**src/hw/rtl/polynomial_add_multiply_defines.svh**
```systemverilog
// ---------------------------------------------------------------------------
// Polynomial add/multiply assertion macros
// Shared concurrent assertion forms, clocked on clk, disabled in reset.
// ---------------------------------------------------------------------------
`ifndef POLYNOMIAL_ADD_MULTIPLY_DEFINES_SVH
`define POLYNOMIAL_ADD_MULTIPLY_DEFINES_SVH

// same-cycle implication
`define PAM_ASSERT_IMP(label, ante, cons, msg) \
	label: assert property (@(posedge clk) disable iff (!arst_n) (ante) |-> (cons)) \
		else $error(msg);

// next-cycle implication
`define PAM_ASSERT_NXT(label, ante, cons, msg) \
	label: assert property (@(posedge clk) disable iff (!arst_n) (ante) |=> (cons)) \
		else $error(msg);

`endif

```
**src/hw/rtl/pam_pkg.sv**
```systemverilog
// ---------------------------------------------------------------------------
// Polynomial add/multiply package
// Field widths, codes and the control bundle driven into the cell chain.
// ---------------------------------------------------------------------------
`timescale 1ns / 1ps
`default_nettype none

package pam_pkg;

	localparam int EXP_IN_W   = 4;
	localparam int EXP_OUT_W  = 5;
	localparam int OUT_COEF_W = 32;

	localparam logic KIND_SUM  = 1'b0;
	localparam logic KIND_PROD = 1'b1;

	localparam logic SEL_A = 1'b0;
	localparam logic SEL_B = 1'b1;

	// per-cycle commands broadcast to every cell
	typedef struct packed {
		logic                load;
		logic                sel;
		logic [EXP_IN_W-1:0] exp;
		logic                rot_ab;
		logic                rot_b;
		logic                clr_pipe;
		logic                mac;
		logic                clr_store;
	} cell_ctrl_t;

endpackage

`default_nettype wire

```
**src/hw/rtl/pam_cell.sv**
```systemverilog
// ---------------------------------------------------------------------------
// Polynomial add/multiply cell
// Holds the A and B coefficient slots and presence bits of one exponent,
// shifts them to the next cell on rotation, and runs one tap of the
// transposed convolution chain for the product.
// ---------------------------------------------------------------------------
`timescale 1ns / 1ps
`default_nettype none

module pam_cell import pam_pkg::*; #(
	parameter int COEF_WIDTH = 32,
	parameter int IDX        = 0
) (
	input  wire                  clk,
	input  wire                  arst_n,
	input  wire cell_ctrl_t      ctrl,
	input  wire [COEF_WIDTH-1:0] load_coef,
	input  wire [COEF_WIDTH-1:0] x_coef,
	input  wire                  x_pres,
	input  wire [COEF_WIDTH-1:0] prev_a,
	input  wire [COEF_WIDTH-1:0] prev_b,
	input  wire                  prev_pa,
	input  wire                  prev_pb,
	input  wire [COEF_WIDTH-1:0] prev_r,
	input  wire                  prev_rp,
	output logic [COEF_WIDTH-1:0] a,
	output logic [COEF_WIDTH-1:0] b,
	output logic                  pa,
	output logic                  pb,
	output logic [COEF_WIDTH-1:0] r,
	output logic                  rp
);

	logic [COEF_WIDTH-1:0] a_q, b_q, acc_q;
	logic                  pa_q, pb_q, pres_s1, rp_q;
	logic [COEF_WIDTH-1:0] prod_w;

	always_ff @(posedge clk or negedge arst_n) begin
		if (!arst_n) begin
			a_q  <= '0;
			b_q  <= '0;
			pa_q <= 1'b0;
			pb_q <= 1'b0;
		end else if (ctrl.clr_store) begin
			a_q  <= '0;
			b_q  <= '0;
			pa_q <= 1'b0;
			pb_q <= 1'b0;
		end else if (ctrl.load && ctrl.exp == EXP_IN_W'(IDX)) begin
			if (ctrl.sel == SEL_B) begin
				b_q  <= b_q + load_coef;
				pb_q <= 1'b1;
			end else begin
				a_q  <= a_q + load_coef;
				pa_q <= 1'b1;
			end
		end else if (ctrl.rot_ab) begin
			a_q  <= prev_a;
			b_q  <= prev_b;
			pa_q <= prev_pa;
			pb_q <= prev_pb;
		end else if (ctrl.rot_b) begin
			b_q  <= prev_b;
			pb_q <= prev_pb;
		end
	end

	// stage 1: partial products of a * x, wrapped to COEF_WIDTH
	if (COEF_WIDTH <= 32) begin : g_mul_narrow
		logic [COEF_WIDTH-1:0] pp_s1;

		always_ff @(posedge clk or negedge arst_n) begin
			if (!arst_n) begin
				pp_s1 <= '0;
			end else if (ctrl.clr_pipe) begin
				pp_s1 <= '0;
			end else if (ctrl.mac) begin
				pp_s1 <= a_q * x_coef;
			end
		end

		assign prod_w = pp_s1;
	end else begin : g_mul_wide
		localparam int HW = COEF_WIDTH - 32;
		logic [63:0]   ll_s1;
		logic [HW-1:0] cross_s1;

		always_ff @(posedge clk or negedge arst_n) begin
			if (!arst_n) begin
				ll_s1    <= '0;
				cross_s1 <= '0;
			end else if (ctrl.clr_pipe) begin
				ll_s1    <= '0;
				cross_s1 <= '0;
			end else if (ctrl.mac) begin
				ll_s1    <= 64'(a_q[31:0]) * 64'(x_coef[31:0]);
				cross_s1 <= HW'(a_q[31:0]) * x_coef[COEF_WIDTH-1:32]
					+ a_q[COEF_WIDTH-1:32] * HW'(x_coef[31:0]);
			end
		end

		// cross terms only reach bit 32 and above, so their low HW bits suffice
		assign prod_w = COEF_WIDTH'(ll_s1) + {cross_s1, 32'b0};
	end

	// stage 2: add to the partial sum handed up from the cell below
	always_ff @(posedge clk or negedge arst_n) begin
		if (!arst_n) begin
			pres_s1 <= 1'b0;
			acc_q   <= '0;
			rp_q    <= 1'b0;
		end else if (ctrl.clr_pipe) begin
			pres_s1 <= 1'b0;
			acc_q   <= '0;
			rp_q    <= 1'b0;
		end else if (ctrl.mac) begin
			pres_s1 <= pa_q & x_pres;
			acc_q   <= prod_w + prev_r;
			rp_q    <= pres_s1 | prev_rp;
		end
	end

	assign a  = a_q;
	assign b  = b_q;
	assign pa = pa_q;
	assign pb = pb_q;
	assign r  = acc_q;
	assign rp = rp_q;

endmodule

`default_nettype wire

```
**config.mk**
```make
export PLATFORM = sky130hd
export DESIGN_NAME = pam_cell
export DESIGN_NICKNAME = d
export VERILOG_FILES = /design/src/hw/rtl/polynomial_add_multiply_defines.svh /design/src/hw/rtl/pam_pkg.sv /design/src/hw/rtl/pam_cell.sv
export SDC_FILE = /design/constraint.sdc
export NUM_CORES = 2
export LEC_CHECK = 0
export ABC_AREA = 1
export BUFFER_PORTS_ARGS = -buffer_cell sky130_fd_sc_hd__buf_4
export CAP_MARGIN = 10
export CELL_PAD_IN_SITES_DETAIL_PLACEMENT = 1
export CELL_PAD_IN_SITES_GLOBAL_PLACEMENT = 1
export CORE_AREA = 2 2 306 308
export CTS_BUF_LIST = sky130_fd_sc_hd__clkbuf_4 sky130_fd_sc_hd__clkbuf_8 sky130_fd_sc_hd__clkbuf_16
export CTS_CLUSTER_DIAMETER = 50
export DETAILED_ROUTE_END_ITERATION = 10
export DIE_AREA = 0 0 308 310
export PLACE_DENSITY_LB_ADDON = 0.1
export SLEW_MARGIN = 20
export SYNTH_ARGS = -nofsm -noshare
export SYNTH_HDL_FRONTEND = slang
export SYNTH_SLANG_ARGS = --single-unit
```
**constraint.sdc**
```tcl
create_clock -name clk -period 7 [get_ports clk]
set_input_delay 0.35 -clock clk [delete_from_list [all_inputs] [get_ports clk]]
set_output_delay 0.35 -clock clk [all_outputs]
set_load 0.01 [all_outputs]
```
==> out/qor.json <==
{
  "wl": {"value": 104000, "unit": "µm"},
  "grt_pass1_vias": {"value": 27000},
  "cp_top_family": {"value": "adder cells"},
  "tritoncts": {"value": "yes"},
  "pre_cts_ws": {"value": 172, "unit": "ps"},
  "globalRouteOverflowTotal": {"value": 0},
  "fraction_of_final_layout_cells_with_drive_strength_greater_than_1": {"value": 11.7, "unit": "%"},
  "intPower": {"value": 6.43, "unit": "mW"},
  "seq_area_frac_synth": {"value": 12.0, "unit": "%"},
  "grt_start_max_net_pins": {"value": 59},
  "finalSetupViolations": {"value": 0},
  "placement.io_buffers": {"value": 275},
  "critical_path_class": {"value": "flip-flop to flip-flop"},
  "placed_cell_area": {"value": 31200, "unit": "µm²"},
  "critPathRequiredTime": {"value": 7370, "unit": "ps"},
  "worst_hold_path_type": {"value": "input pin to flip-flop"},
  "hold-worst-slack": {"value": 105, "unit": "ps"},
  "dominant_cell_type_by_count_on_the_critical_path": {"value": "sky130_fd_sc_hd__fa_1"},
  "total_power": {"value": 15.2, "unit": "mW"},
  "ys.warnings.count": {"value": 0},
  "clock_latency": {"value": 500, "unit": "ps"},
  "p_sw": {"value": 8.76, "unit": "mW"},
  "vdd_ir_drop_max": {"value": 0.000878, "unit": "V"},
  "holdPathStages": {"value": 3},
  "synth_edf_count": {"value": 0},
  "syn_avg_cell_area": {"value": 7.26, "unit": "µm²"},
  "cts.sink_count": {"value": 132},
  "setup_tns": {"value": 0, "unit": "ps"},
  "reg_to_reg_setup_timing_slack": {"value": 300, "unit": "ps"},
  "synth_top_flop_cell": {"value": "sky130_fd_sc_hd__dfrtp_1"},
  "hold_path_startpoint": {"value": "prev_b[22]"},
  "clock_power_share": {"value": 6.6, "unit": "%"},
  "post-route-worst-setup-slack": {"value": 296, "unit": "ps"},
  "worst-path-buf-inv": {"value": 6},
  "max_freq": {"value": 149, "unit": "MHz"},
  "fraction_of_synthesis_flops_using_an_asynchronous_set_or_reset_pin": {"value": 100, "unit": "%"},
  "grt_usage": {"value": 22.5, "unit": "%"},
  "cap_violations": {"value": 0},
  "run_status": {"value": "finished, final reports clean"},
  "die_area": {"value": 95500, "unit": "µm²"},
  "period_needed": {"value": 6700, "unit": "ps"},
  "cp_slowest_stage_delay": {"value": 560, "unit": "ps"},
  "p_per_area": {"value": 477, "unit": "nW/µm²"},
  "final_common_cell": {"value": "sky130_fd_sc_hd__nand2_1"},
  "crit_chain": {"value": "buf_12, nand2_1, inv_1, fa_1, inv_1, fa_1, fa_1, fa_1, inv_1, fa_1, inv_1, fa_1, inv_1, fa_1, fa_1, ha_1, a21oi_1, o21ai_0, nor2_1, nand3_1, a21oi_2, xor2_1, o31ai_1"},
  "total_nets_after_synthesis": {"value": 4585},
  "worst_r2r_startpoint": {"value": "a[16]"},
  "floorplan.core_area": {"value": 92500, "unit": "µm²"},
  "number_of_clock_buffers_inserted_by_tritoncts": {"value": 17},
  "worstSetupEndpointType": {"value": "flip-flop"},
  "cpMaxStageDelayCell": {"value": "sky130_fd_sc_hd__fa_1"},
  "hold-path-endpoint": {"value": "b[22]"},
  "power.combinational.fraction": {"value": 86.6, "unit": "%"},
  "detailroute.via_count": {"value": 24400},
  "die_h": {"value": 310, "unit": "µm"},
  "buffers_from_clock_root_to_sink_at_most": {"value": 2},
  "worst_setup_hold_path_clk_slew": {"value": 70, "unit": "ps"},
  "number_of_antenna_violating_nets_in_the_routed_design": {"value": 0},
  "p_leak": {"value": 18.5, "unit": "nW"},
  "cts-root-buf": {"value": "sky130_fd_sc_hd__clkbuf_16"},
  "swShare": {"value": 57.7, "unit": "%"},
  "clock_skew": {"value": 19.6, "unit": "ps"},
  "post_synthesis_instance_area": {"value": 27500, "unit": "µm²"},
  "r2r_worst_path_depth": {"value": 23},
  "wl_per_cell": {"value": 19.9, "unit": "µm"},
  "post_cts.repair.setup_buffers": {"value": 0},
  "floorplan.rows": {"value": 112},
  "regToRegEndpoint": {"value": "g_mul_narrow.pp_s1[24]"},
  "initial_core_util": {"value": 29.7, "unit": "%"},
  "synth.distinct_cells": {"value": 57},
  "drt_first_pass_iters": {"value": 5},
  "layout_area_growth_over_synthesis": {"value": 16.0, "unit": "%"},
  "wire_length_of_the_first_global_routing_pass": {"value": 162000, "unit": "µm"},
  "number_of_antenna_violations_at_the_first_check_in_global_routing": {"value": 6},
  "dp.final_hpwl": {"value": 87400, "unit": "µm"},
  "layout_common_cells": {"value": "1079 x sky130_fd_sc_hd__nand2_1, 883 x sky130_fd_sc_hd__inv_1, 411 x sky130_fd_sc_hd__fa_1"},
  "worst-slew-pin-transition": {"value": 851, "unit": "ps"},
  "slew_viol_final": {"value": 0},
  "nNetsFinal": {"value": 4819},
  "finalWeightedCongestion": {"value": 0.857},
  "critPathLaunchType": {"value": "flip-flop"},
  "crit_path_max_fanout": {"value": 17},
  "postSynthRegisterBits": {"value": 132},
  "per_cell_via_count_in_the_routed_design": {"value": 4.68},
  "relative_slew_margins": {"value": 43.1, "unit": "%"},
  "timing.critical_path.arrival": {"value": 7070, "unit": "ps"},
  "htreeDepth": {"value": 4},
  "number_of_instances_in_the_synthesized_netlist": {"value": 3781},
  "ios": {"value": 276},
  "drt_iter0_markers": {"value": 1061},
  "route.detailed.drc": {"value": 0},
  "die_width": {"value": 308, "unit": "µm"},
  "min_period_over_period": {"value": 95.8, "unit": "%"},
  "power.sequential.fraction": {"value": 6.9, "unit": "%"},
  "final-hold-violation-count": {"value": 0},
  "stdcell_area": {"value": 31900, "unit": "µm²"}
}
metrics by stage:
stage / utilization, % / cells
3_3_place_gp: 33.7 / 5192
4_1_cts: 34.4 / 5225
2_1_floorplan: - / 3781
6_report: 34.4 / 5228
5_1_grt: 34.4 / 5227
3_5_place_dp: 33.7 / 5192
worst max path at each step:
stage,startpoint,endpoint,slack (ps),cells after the start
final,a[16],g_mul_narrow.pp_s1[24],300,23
after global routing,a[16],g_mul_narrow.pp_s1[26],-2,25
after CTS,a[11],g_mul_narrow.pp_s1[24],250,21
after detailed placement,x_coef[2],g_mul_narrow.pp_s1[30],170,24
after global placement,x_coef[2],g_mul_narrow.pp_s1[30],210,24
after floorplan,x_coef[2],g_mul_narrow.pp_s1[30],540,25
power groups by stage:
stage	clock network (mW)	registers, mW	logic, mW
finish	0.995	1.04	13.2
global route	1.05	1.06	14.8
CTS	1.03	1.05	13.2
detailed placement	0	1.07	13.1
global placement	0	1.06	12.9
floorplan	0	1.02	8.01
final cells by class:
cell class	instances	area, µm²
Clock buffer	23	502
Sequential cell	132	3310
Timing Repair Buffer	358	2840
Inverter	892	3350
Clock inverter	9	118
Antenna cell	3	7.51
Multi-Input combinational cell	2614	20200
Fill cell	11500	60600
Tap cell	1197	1500
cells in the mapped netlist, types with 12 or more instances:
| master | number | share of area (%) |
|---|---|---|
| sky130_fd_sc_hd__a21o_1 | 23 | 0.63 |
| sky130_fd_sc_hd__a21oi_1 | 157 | 2.9 |
| sky130_fd_sc_hd__a22o_1 | 12 | 0.38 |
| sky130_fd_sc_hd__buf_2 | 25 | 0.46 |
| sky130_fd_sc_hd__clkbuf_1 | 98 | 1.3 |
| sky130_fd_sc_hd__dfrtp_1 | 132 | 12 |
| sky130_fd_sc_hd__fa_1 | 411 | 30 |
| sky130_fd_sc_hd__ha_1 | 216 | 9.8 |
| sky130_fd_sc_hd__inv_1 | 883 | 12 |
| sky130_fd_sc_hd__nand2_1 | 1079 | 15 |
| sky130_fd_sc_hd__nand3_1 | 108 | 2.0 |
| sky130_fd_sc_hd__nand4_1 | 19 | 0.43 |
| sky130_fd_sc_hd__nor2_1 | 148 | 2.0 |
| sky130_fd_sc_hd__nor3_1 | 15 | 0.27 |
| sky130_fd_sc_hd__o211ai_1 | 17 | 0.46 |
| sky130_fd_sc_hd__o21a_1 | 18 | 0.49 |
| sky130_fd_sc_hd__o21ai_0 | 180 | 3.3 |
| sky130_fd_sc_hd__o21ai_1 | 28 | 0.51 |
| sky130_fd_sc_hd__o21bai_1 | 18 | 0.49 |
| sky130_fd_sc_hd__xnor2_1 | 12 | 0.38 |
| sky130_fd_sc_hd__xor2_1 | 39 | 1.2 |
cell families (layout without fill, tap and decap cells):
| logic type | Yosys count | after routing | synth area share [%] |
|---|---|---|---|
| buffers and inverters | 1035 | 1282 | 14.4 |
| flip-flops | 132 | 132 | 12.0 |
| multiplexers | 1 | 1 | 0.0364 |
| XOR/XNOR | 52 | 52 | 1.69 |
| AND/OR/NAND/NOR | 1409 | 1409 | 20.5 |
| adder cells (fa/ha/maj) | 627 | 627 | 39.8 |
| other | 0 | 3 | 0 |
| AO/OA/AOI/OAI | 525 | 525 | 11.5 |
registers in the layout, indices dropped and copies added, names as in the netlist:
name	flops
pb	1
r	32
pres_s1	1
rp	1
a	32
b	32
g_mul_narrow.pp_s1	32
pa	1
tightest hold or removal path, cell delays in order:
cell	delay [ps]
sky130_fd_sc_hd__buf_4	70
sky130_fd_sc_hd__o211ai_1	80
sky130_fd_sc_hd__nand2_1	60
routing by layer:
layer | GRT usage [%] | vias up | part of all wire, %
met3 | 2.23 | 57 | 2.1
met1 | 29.2 | 12200 | 46
met2 | 40.6 | 281 | 51
li1 | - | 11900 | -
met5 | 0 | - | 0.015
met4 | 4.25 | 2 | 1.4
what timing repair did:
item / 4_1_cts / 5_1_grt
gates resized for setup: 0 / 8
setup endpoints to repair: 0 / 5
hold buffers: 1 / 0
endpoints found under the hold margin: 57 / 0
Note: power is estimated with default switching activity, not from simulation.
